--- src/rtl/bb3_pkg.sv ---
package bb3_pkg;

	localparam int PIX_W     = 8;
	localparam int ROW_W     = 16;
	localparam int OUT_COL_W = 11;
	localparam int CFG_W     = 12;
	localparam int SUM_W     = 12;
	localparam int COLSUM_W  = 10;

	localparam logic [CFG_W-1:0] WIDTH_RESET = 12'd512;
	localparam logic [CFG_W-1:0] WIDTH_MIN   = 12'd3;

	// floor(x * 7282 / 2^16) == floor(x / 9) for every window sum up to 2295
	localparam int                RECIP_W   = 13;
	localparam logic [RECIP_W-1:0] RECIP9   = 13'd7282;
	localparam int                RECIP_SHR = 16;

	typedef logic [PIX_W-1:0]     pix_t;
	typedef logic [SUM_W-1:0]     sum_t;
	typedef logic [2*PIX_W-1:0]   entry_t;

	typedef struct packed {
		logic [ROW_W-1:0]     row;
		logic [OUT_COL_W-1:0] col;
	} centre_t;

	typedef struct packed {
		sum_t    sum;
		centre_t centre;
	} win_res_t;

endpackage

--- src/rtl/bb3_window.sv ---
module bb3_window import bb3_pkg::*; (
	input  logic   clk,
	input  logic   arst_n,
	input  entry_t entry,
	input  pix_t   pix,
	input  logic   advance,
	output sum_t   sum,
	output entry_t wr_data
);

	logic [3*PIX_W-1:0]  col0_q, col1_q, current;
	logic [COLSUM_W-1:0] cs0, cs1, cs2;

	function automatic logic [COLSUM_W-1:0] col_sum(input logic [3*PIX_W-1:0] c);
		col_sum = COLSUM_W'(c[3*PIX_W-1:2*PIX_W]) + COLSUM_W'(c[2*PIX_W-1:PIX_W])
			+ COLSUM_W'(c[PIX_W-1:0]);
	endfunction

	// current column: two rows up, one row up, this pixel
	assign current = {entry, pix};
	assign wr_data = {entry[PIX_W-1:0], pix};

	assign cs0 = col_sum(col0_q);
	assign cs1 = col_sum(col1_q);
	assign cs2 = col_sum(current);
	assign sum = SUM_W'(cs0) + SUM_W'(cs1) + SUM_W'(cs2);

	// shift the window once per transaction
	always_ff @(posedge clk or negedge arst_n) begin
		if (!arst_n) begin
			col0_q <= '0;
			col1_q <= '0;
		end else if (advance) begin
			col0_q <= col1_q;
			col1_q <= current;
		end
	end

endmodule

--- config.mk ---
export PLATFORM = sky130hd
export DESIGN_NAME = bb3_window
export DESIGN_NICKNAME = d
export VERILOG_FILES = /design/src/rtl/bb3_pkg.sv /design/src/rtl/bb3_window.sv
export SDC_FILE = /design/constraint.sdc
export NUM_CORES = 1
export LEC_CHECK = 0
export ABC_AREA = 1
export BUFFER_PORTS_ARGS = -buffer_cell sky130_fd_sc_hd__buf_2
export CORE_UTILIZATION = 50
export DETAILED_ROUTE_END_ITERATION = 8
export GPL_ROUTABILITY_DRIVEN = 0
export GPL_TIMING_DRIVEN = 0
export PLACE_DENSITY = 0.74
export SYNTH_ARGS = -nofsm -noshare
export SYNTH_HDL_FRONTEND = slang
export SYNTH_SLANG_ARGS = --single-unit
--- constraint.sdc ---
create_clock -name clk -period 8.1 [get_ports clk]
set_input_delay 1.62 -clock clk [delete_from_list [all_inputs] [get_ports clk]]
set_output_delay 1.62 -clock clk [all_outputs]
set_load 0.02 [all_outputs]
# Word level (Yosys, flattened, before mapping)

Index checks and enable logic that the tools add are counted.

Add/subtract/negate cells: 8

Operator list:

| kind                    | number |
|---|---|
| adder 9 x 8 -> 10 bit   | 3 |
| adder 8 x 8 -> 9 bit    | 3 |
| adder 11 x 10 -> 12 bit | 1 |
| adder 10 x 10 -> 11 bit | 1 |

Input bits: 27
Output and inout bits: 28
Register bits after elaboration: 48
Logic and storage cells: 10

# Depth between registers and ports, before layout

Depth after elaboration: 4
Mapped depth: 18
Mapped depth without buffers: 18

# Worst setup path before layout

Ideal clock, no wire load.

Kind: input-to-output
Start: in entry[2]
End: out sum[6]
Required time: 6480 ps
Setup slack: 1454 ps
Path buffers: 0
Arrival: 5026 ps
Stages on the path: 16
Cell sequence: inv_1 fa_1 inv_1 fa_1 fa_1 inv_1 fa_1 inv_1 ha_1 inv_1 fa_1 inv_1 nand2_1 nand2_1 nand2_1 xnor2_1

Cells in the longest elaborated chain, start to end: 3

Ends and longest elaborated chain:

| item                    | RTL line         | source |
|---|---|---|
| start: declaration      | bb3_window.sv:4  | `input entry_t entry,` |
| adder 8 x 8 -> 9 bit    | bb3_window.sv:15 | `col_sum = COLSUM_W'(c[3*PIX_W-1:2*PIX_W]) + COLSUM_W'(c[2*PIX_W-1:PIX_W])` |
| adder 9 x 8 -> 10 bit   | bb3_window.sv:16 | `+ COLSUM_W'(c[PIX_W-1:0]);` |
| adder 11 x 10 -> 12 bit | bb3_window.sv:26 | `assign sum = SUM_W'(cs0) + SUM_W'(cs1) + SUM_W'(cs2);` |
| end: declaration        | bb3_window.sv:7  | `output sum_t sum,` |

No other way between the ends.

# Final worst setup path

Start: in entry[2]
End: out sum[10]

The elaborated chain is that of the path after synthesis.

==> out/results.txt <==
# DRC - 0
Unrepaired setup endpoints after global routing - no
Global-route usage over all layers - 0.215
Number of synthesized register bits - 48
Routed wire length - 7350 um
Area growth syn-to-layout - 13.5%
Synth Area per Inst - 9.77 um^2
Ports - 55
Initial Util - 0.521
Clock skew - 5.25 ps
DPL Wire Length - 5750 um
Slew Limit Fails - 0
Number of fill cells in the layout - 640
PostCTS Resize Cnt - 0
Root Driver - clkbuf_8
Vias after detailed routing - 2587
Die X - 89.4 um
Share of cells above drive strength 1 - 0.252
Delay-heaviest family, CP - adder cells
Fmax - 0.144 GHz
Final Hold Viols - 0
PortBufs - 53
Setup tns final - 0 ps
Synthesized Nets - 485
Worst Reg2Reg Path Length in Cells - 1
Final period utilization - 0.860
Worst setup path class - in2out
Die height - 89.4 um
Clk buf depth - 2
Cell accounting for the most synthesized area - dfrtp_1
Worst EP required - 6480 ps
Synth Cell Area - 0.00382 mm^2
Relative slew slack - 0.291
R2r setup slk - 7290 ps
Warnings, synthesis - 0
Top-area cell type share of the netlist area - 0.314
Hold Buf Count CTS - 0
Crit path time final - 6960 ps
Crit Path Max Fanout - 3
Initial antenna violation count - 0
Critical Path Stages - 20
Critical path's slowest cell - fa_1
Pin count of the biggest net entering global routing - 49
Final antenna diode count - 0
Cells after Synth - 391
R2R Path End - col0_q[15]
Worst Path Buf+Inv - 8
Setup crit start - entry[2]
CTS clock-pin slew for the worst setup and hold paths - 90 ps
Worst Tran Pin Value - 1060 ps
CTS H-tree depth - 2
Crit-path max cell delay - 560 ps
Worst Setup End Kind - primary output
# Max-Cap Violations - 0
DRT iter0 DRCs - 94
Core area - 0.00733 mm^2
DR WL/cell - 13.3 um
Status - complete, no violations
Crit-path cells - buf_2 > inv_1 > fa_1 > inv_1 > fa_1 > fa_1 > inv_1 > fa_1 > inv_1 > ha_1 > inv_1 > fa_1 > inv_1 > nand2_1 > nand2_1 > nand3_1 > nand2_1 > nand2_1 > nand2_1 > buf_2
Row count - 31
Total clock sinks - 48
Fin nets - 545
Setup violators final - 0
Total setup buffers inserted after CTS - 0
Top post-synthesis cells by area - dfrtp_1, fa_1, inv_1, nand2_1, a21oi_2
Worst min path class - reg2reg
Num CTS Buffers - 5
CP startpoint kind - input port
Clock latency on the worst-skew pair - 300 ps
Post-route ant nets - 0
Worst path arrival time - 5340 ps
Unique cell type count in the Yosys netlist - 20
Reg-to-reg startpoint - col1_q[15]
Drt via density - 4.70
Sequential fraction of the synthesis area - 0.314
First-pass GRT wire length - 12700 um
Most frequent CP cell - inv_1
Total grt overflow - 0
CTS tree - done
Worst Setup EP - sum[10]
Number of global-route vias before repair - 2784
Die ar. - 0.00800 mm^2
DRT Pass-1 Iters - 6
[metal layers]
metal	track usage	vias to the layer above	wire length [um]
met5	0	-	0
met3	0.0406	4	251
met1	0.255	1293	3040
li1	-	1235	-
met4	0.0274	0	29
met2	0.415	55	4020
[logic make-up (layout without fill, tap and decap cells)]
logic type | after synthesis | in the layout | share of synthesized area
AO/OA/AOI/OAI | 45 | 45 | 0.0786
multiplexers | 7 | 7 | 0.0265
AND/OR/NAND/NOR | 88 | 88 | 0.0920
XOR/XNOR | 3 | 3 | 0.00688
flip-flops | 48 | 48 | 0.314
adder cells (fa/ha/maj) | 67 | 67 | 0.325
buffers and inverters | 133 | 194 | 0.156
[worst min path at each step]
stage	cells after the start	start	slack, ps	to
final	1	col0_q[21]	550	col0_q[21]
after CTS	1	col0_q[20]	550	col0_q[20]
after floorplan	1	col0_q[17]	500	col0_q[17]
after global routing	1	col0_q[17]	570	col0_q[17]
after global placement	1	col0_q[21]	520	col0_q[21]
after detailed placement	1	col0_q[20]	520	col0_q[20]
[through the flow]
step,area [um^2],hold WS [ps],cells,util,setup WS [ps]
2_1_floorplan,3820,503,391,-,1450
3_3_place_gp,4210,519,543,0.574,1200
3_5_place_dp,4210,520,543,0.574,1120
4_1_cts,4340,550,551,0.592,1110
5_1_grt,4340,566,551,0.592,891
6_report,4340,546,551,0.592,1140
[cell usage after synthesis (all sizes together)]
| master | number |
|---|---|
| nor2 | 28 |
| dfrtp | 48 |
| nand3b | 2 |
| or2 | 2 |
| xnor2 | 3 |
| nand2 | 49 |
| nor3 | 1 |
| a21oi | 27 |
| inv | 107 |
| mux2 | 7 |
| ha | 13 |
| buf | 26 |
| o21ai | 18 |
| fa | 54 |
| nand3 | 6 |
[area by class of cell]
cell class	instances	area (um^2)	area share
plain buffers	26	195	0.0450
clock buffers	7	96.3	0.0222
clock inverters	1	30.0	0.00692
inverters	107	402	0.0926
multi-input cells	210	2020	0.467
flip-flops and latches	48	1200	0.277
well taps	99	124	0.0286
repair buffers	53	265	0.0612
[layout by cell type, fill, tap and decap left out, types with 2 or more instances in the layout]
cell type,count
ha_1,13
inv_1,107
mux2_4,6
nand2_1,49
nor2_1,28
o21ai_0,17
buf_2,59
buf_6,4
dfrtp_1,48
a21oi_2,20
a21oi_1,7
xnor2_1,3
nand3b_1,2
or2_1,2
buf_4,16
clkbuf_8,7
nand3_1,6
fa_1,54
[state kept, by name, indices dropped and copies added (netlist names)]
| signal | cells |
|---|---|
| col0_q | 24 |
| col1_q | 24 |
Power is not shown: default switching activity piles up to over one toggle a cycle in this logic, so the estimate is an artifact.
