[src/rtl/bb3_pkg.sv]
package bb3_pkg;

	localparam int PIX_W     = 8;
	localparam int ROW_W     = 16;
	localparam int OUT_COL_W = 11;
	localparam int CFG_W     = 12;
	localparam int SUM_W     = 12;
	localparam int COLSUM_W  = 10;

	localparam logic [CFG_W-1:0] WIDTH_RESET = 12'd512;
	localparam logic [CFG_W-1:0] WIDTH_MIN   = 12'd3;

	// floor(x * 7282 / 2^16) == floor(x / 9) for every window sum up to 2295
	localparam int                RECIP_W   = 13;
	localparam logic [RECIP_W-1:0] RECIP9   = 13'd7282;
	localparam int                RECIP_SHR = 16;

	typedef logic [PIX_W-1:0]     pix_t;
	typedef logic [SUM_W-1:0]     sum_t;
	typedef logic [2*PIX_W-1:0]   entry_t;

	typedef struct packed {
		logic [ROW_W-1:0]     row;
		logic [OUT_COL_W-1:0] col;
	} centre_t;

	typedef struct packed {
		sum_t    sum;
		centre_t centre;
	} win_res_t;

endpackage

[src/rtl/bb3_div9.sv]
module bb3_div9 import bb3_pkg::*; (
	input  logic     clk,
	input  logic     arst_n,
	input  logic     in_valid,
	output logic     in_ready,
	input  win_res_t in_res,
	output logic     out_valid,
	input  logic     out_ready,
	output pix_t     out_value,
	output centre_t  out_centre
);

	logic                       s2_valid_q;
	win_res_t                   res_s2;
	logic [SUM_W+RECIP_W-1:0]   prod;
	logic                       s2_move;

	assign s2_move  = s2_valid_q && (!out_valid || out_ready);
	assign in_ready = !s2_valid_q || s2_move;
	assign prod     = (SUM_W+RECIP_W)'(res_s2.sum) * (SUM_W+RECIP_W)'(RECIP9);

	always_ff @(posedge clk or negedge arst_n) begin
		if (!arst_n) begin
			s2_valid_q <= 1'b0;
			out_valid  <= 1'b0;
		end else begin
			if (in_ready) begin
				s2_valid_q <= in_valid;
			end
			if (!out_valid || out_ready) begin
				out_valid <= s2_valid_q;
			end
		end
	end

	always_ff @(posedge clk) begin
		if (in_valid && in_ready) begin
			res_s2 <= in_res;
		end
		if (s2_move) begin
			out_value  <= PIX_W'(prod >> RECIP_SHR);
			out_centre <= res_s2.centre;
		end
	end

endmodule

[config.mk]
export PLATFORM = sky130hd
export DESIGN_NAME = bb3_div9
export DESIGN_NICKNAME = d
export VERILOG_FILES = /design/src/rtl/bb3_pkg.sv /design/src/rtl/bb3_div9.sv
export SDC_FILE = /design/constraint.sdc
export NUM_CORES = 1
export LEC_CHECK = 0
export BUFFER_PORTS_ARGS = -buffer_cell sky130_fd_sc_hd__buf_2
export CORE_MARGIN = 3
export CORE_UTILIZATION = 55
export CTS_BUF_LIST = sky130_fd_sc_hd__clkbuf_4
export DETAILED_ROUTE_END_ITERATION = 16
export GPL_TIMING_DRIVEN = 0
export PLACE_DENSITY_LB_ADDON = 0.15
export SYNTH_ARGS = -nofsm -noshare
export SYNTH_HDL_FRONTEND = slang
export SYNTH_SLANG_ARGS = --single-unit
[constraint.sdc]
create_clock -name clk -period 5.6 [get_ports clk]
set_clock_uncertainty 0.1 [all_clocks]
set_input_delay 1.12 -clock clk [delete_from_list [all_inputs] [get_ports clk]]
set_output_delay 1.12 -clock clk [all_outputs]
set_load 0.01 [all_outputs]
* Word level (Yosys, flattened, before mapping)
Cells that the tools add are included.
Operators by class: $mul 1, reduce and logical (&&, ||, !) cells 6
Operator list (count):
- $mul 12x12->23 const B | 1
- $logic_and 1x1->1 | 2
- $logic_not 1->1 | 2
- $logic_or 1x1->1 | 2
Word-level totals: register bits after elaboration 76

* Depth between registers and ports, before layout
depth after elaboration 5, mapped depth 17

* Least setup slack after synthesis
OpenSTA, ideal clock, no wires.
kind register to register, start register res_s2[30] in the netlist's numbering, end register out_value[4] (data pin), library setup time 0.256 ns, arrival time 4.468 ns, path slack 0.775 ns, cell stages (with the launch flop) 18, buffers on the path 0, cells stage by stage edfxtp_1 -> inv_1 -> fa_1 -> inv_1 -> ha_1 -> inv_1 -> fa_1 -> inv_1 -> fa_1 -> inv_1 -> fa_1 -> inv_1 -> ha_1 -> a21o_1 -> a31oi_1 -> o221ai_1 -> a2111oi_0 -> and4b_1
Between the ends: longest elaborated chain between the ends 1
Ends and longest elaborated chain:
- start, declared | RTL line bb3_div9.sv:14 | win_res_t res_s2;
- start signal, assigned | RTL line bb3_div9.sv:38 | res_s2 <= in_res;
- $mul 12x12->23 | RTL line bb3_div9.sv:20 | assign prod = (SUM_W+RECIP_W)'(res_s2.sum) * (SUM_W+RECIP_W)'(RECIP9);
- via prod[20] | RTL line bb3_div9.sv:15 | logic [SUM_W+RECIP_W-1:0] prod;
- end signal, assigned | RTL line bb3_div9.sv:41 | out_value <= PIX_W'(prod >> RECIP_SHR);
- end, declared | RTL line bb3_div9.sv:9 | output pix_t out_value,
The timed path passes the listed nets, and every way through them passes these cells. A chain may end at the register's enable or synchronous reset.

* Worst setup path after layout
Same ends and word-level chain as after synthesis.

==> results.toml <==
[worst_setup_path]
path_max_fanout = 5
rrSetupSlack_ns = 0.31
cp-end-kind = "register"
criticalPathCategory = "reg2reg"
cp.required_ns = 5.64
startpoint_type = "register"
critical_path_arrival_ns = 5.34
r2r_cells = 17
r2r-end = "out_value[4]"
r2r_start = "res_s2[30]"

[hold_path]
holdPathStages = 0
min_from = "res_s2[14]"
hp-class = "reg2reg"
whs_endpoint = "out_centre[14]"

[layout]
nNetsFinal = 575
fill_cells = 615
antenna_cells = 0
final_util_pct = 66.6
drive_above_1_share_pct = 23.1
area_delta_synth_final_pct = 14.4

[logic_synthesis]
syn_inst = 347
ys_warn_count = 0
synthArstFlopShare_pct = 2.63
netlist_area_um2 = 4640
synth_ff_type = "edfxtp_1"
synth_edf_count = 74
syn_area_per_cell_um2 = 13.4
yosysUniqueCellTypes = 45
syn_nets = 485
seq_area_frac_synth_pct = 49.0
synth_seq_cells = 76

[clock_network]
worstSkewPairLatency_ns = 0.39
cts_root_buf = "clkbuf_4"
cts_resized = 0
clkSinkCount = 76
cts_hold_buf = 0
numCtsBuffers = 9
clk_pin_slew_worst_paths_ns = 0.13
htree_levels = 3
cts_max_path_buffers = 2
cts_tree = "yes"
cts_setup_buffers = 0

[detailed_routing]
wl_mm = 8.08
final_antenna_net_count = 0
wl_per_cell_um = 14.9
drtIter0Drc = 112
via_per_inst = 5.20
firstDrtPassIters = 5
drc = 0
vias = 2829

[floorplan]
die_area_um2 = 9570
dieHeight_um = 97.8
coreArea_um2 = 7970
start_util_pct = 58.2
std_cell_rows = 32
die-width_um = 97.8
pin_count = 80

[grt]
antenna_found_initial = 0
groute.usage.overall_pct = 18.0
grt_pass1_vias = 2987
grt_max_degree = 40
grt_pass1_wl_mm = 13.8
overflow = 0

[timing]
tns_ns = 0
final_max_slew_viol_count = 0
relSlewSlack_pct = 42.4
fin_crit_sh_pct = 94.5
rsz0062_at_grt = "false"
tightest_slew_ns = 0.864
fmax_ghz = 0.189
min_period_ns = 5.29
finalSetupViolations = 0
hold_viol_final = 0

[placed_design]
place.gp.congestion = 0.882
port-buffer-count = 79
hpwlAfterDp_mm = 6.55

[power]
p_switching_mw = 1.11
p_leak_nw = 2.50
pwr-share-comb_pct = 59.0
power.share.clock_pct = 12.4
power_density_nw_per_um2 = 499
ir_drop_mv = 0.233
p_seq_share_pct = 28.7
swShare_pct = 42.1
power.internal_mw = 1.53

[run]
maxCapViolCount = 0

[run_status]
status = "finished clean"
cells in the final DEF (no fill, tap or decap), drive strengths merged, types with 2 or more instances in the layout:
master and n:
nor2 4, ha 66, a21oi 14, and2 4, nand3 3, xor2 3
nor3 5, and3 4, clkinvlp 2, dfrtp 2, a21o 7, fa 29
edfxtp 74, nand4 4, clkbuf 10, a2111o 2, nand2b 3, nand2 12
and4 2, clkinv 2, buf 81, o21a 3, o21ai 7, a211oi 3
xnor2 7, inv 72
registers in the layout, indices dropped and copies added, names as in the netlist:
name        count
out_centre     27
s2_valid_q      1
res_s2         39
out_valid       1
out_value       8
worst max-delay path, cell delays in order, from the launching register on:
cell	delay (ns)
edfxtp_1	0.43
inv_1	0.12
fa_1	0.54
inv_1	0.05
ha_1	0.30
inv_1	0.06
fa_1	0.53
inv_1	0.06
fa_1	0.54
inv_1	0.06
fa_1	0.52
inv_1	0.05
ha_1	0.38
a21o_1	0.22
a31oi_1	0.18
o221ai_1	0.22
a2111oi_1	0.44
and4b_1	0.25
power by group through the flow:
stage	Clock [mW]	Sequential, mW	Combinational (mW)
2_1_floorplan	0	0.796	1.16
4_1_cts	0.338	0.759	1.56
5_1_grt	0.364	0.766	1.80
3_3_place_gp	0	0.771	1.50
3_5_place_dp	0	0.772	1.54
6_report	0.327	0.758	1.56
cell type report:
cell class / instances / area (µm²) / area share, %
buffer: 3 / 12.5 / 0.236
clock buffer: 9 / 67.6 / 1.27
clock inverter: 7 / 75.1 / 1.41
inverter: 70 / 263 / 4.95
multi-input combinational: 198 / 2090 / 39.5
sequential: 76 / 2270 / 42.8
tap: 102 / 128 / 2.40
timing repair buffer: 79 / 395 / 7.45
metal layers:
metal  track usage [%]  vias up  part of all wire [%]
met5                 0        -                     0
met4              2.66        0                  0.64
met3              4.50        6                   5.6
met2              32.9       74                    52
met1              22.0     1355                    42
li1                  -     1394                     -
Yosys cell counts (all sizes together) (3+ instances only):
cell type,instances,area [µm²]
nor2,4,15.0
xnor2,7,61.3
fa,29,581
o21ai,7,35.0
nand2,12,45.0
xor2,3,26.3
and2,4,26.3
a21o,7,53.8
nor3,5,25.0
edfxtp,74,2220
and3,4,25.0
nand2b,3,18.8
a21oi,14,70.1
nand3,3,15.0
nand4,4,40.0
inv,70,263
a211oi,3,22.5
o21a,3,22.5
ha,66,826
logic make-up after synthesis:
kind of cell	Yosys count	share of synthesized area (%)
AO/OA/AOI/OAI	47	6.96
XOR/XNOR	10	1.89
adder cells (fa/ha/maj)	95	30.3
buffers and inverters	73	5.93
flip-flops	76	49.0
multiplexers	1	0.243
AND/OR/NAND/NOR	45	5.66
worst max path at each step:
stage / depth (start not counted) / endpoint / from
floorplan: 17 / out_value[4] / res_s2[30]
global placement: 17 / out_value[4] / res_s2[30]
detailed placement: 17 / out_value[4] / res_s2[30]
CTS: 17 / out_value[4] / res_s2[30]
global route: 17 / out_value[4] / res_s2[30]
finish: 17 / out_value[4] / res_s2[30]
per-stage QoR:
step           cells  hold slack, ns  area (µm²)  power, mW  setup slack, ns
5_1_grt          544           0.330        5310       2.93           0.0370
3_3_place_gp     528           0.300        5160       2.27            0.522
3_5_place_dp     528           0.305        5160       2.31            0.354
6_report         544           0.318        5310       2.65            0.306
4_1_cts          544           0.325        5310       2.66            0.347
2_1_floorplan    347           0.300        4640       1.96            0.775
Power figures use the tool's default switching activity.
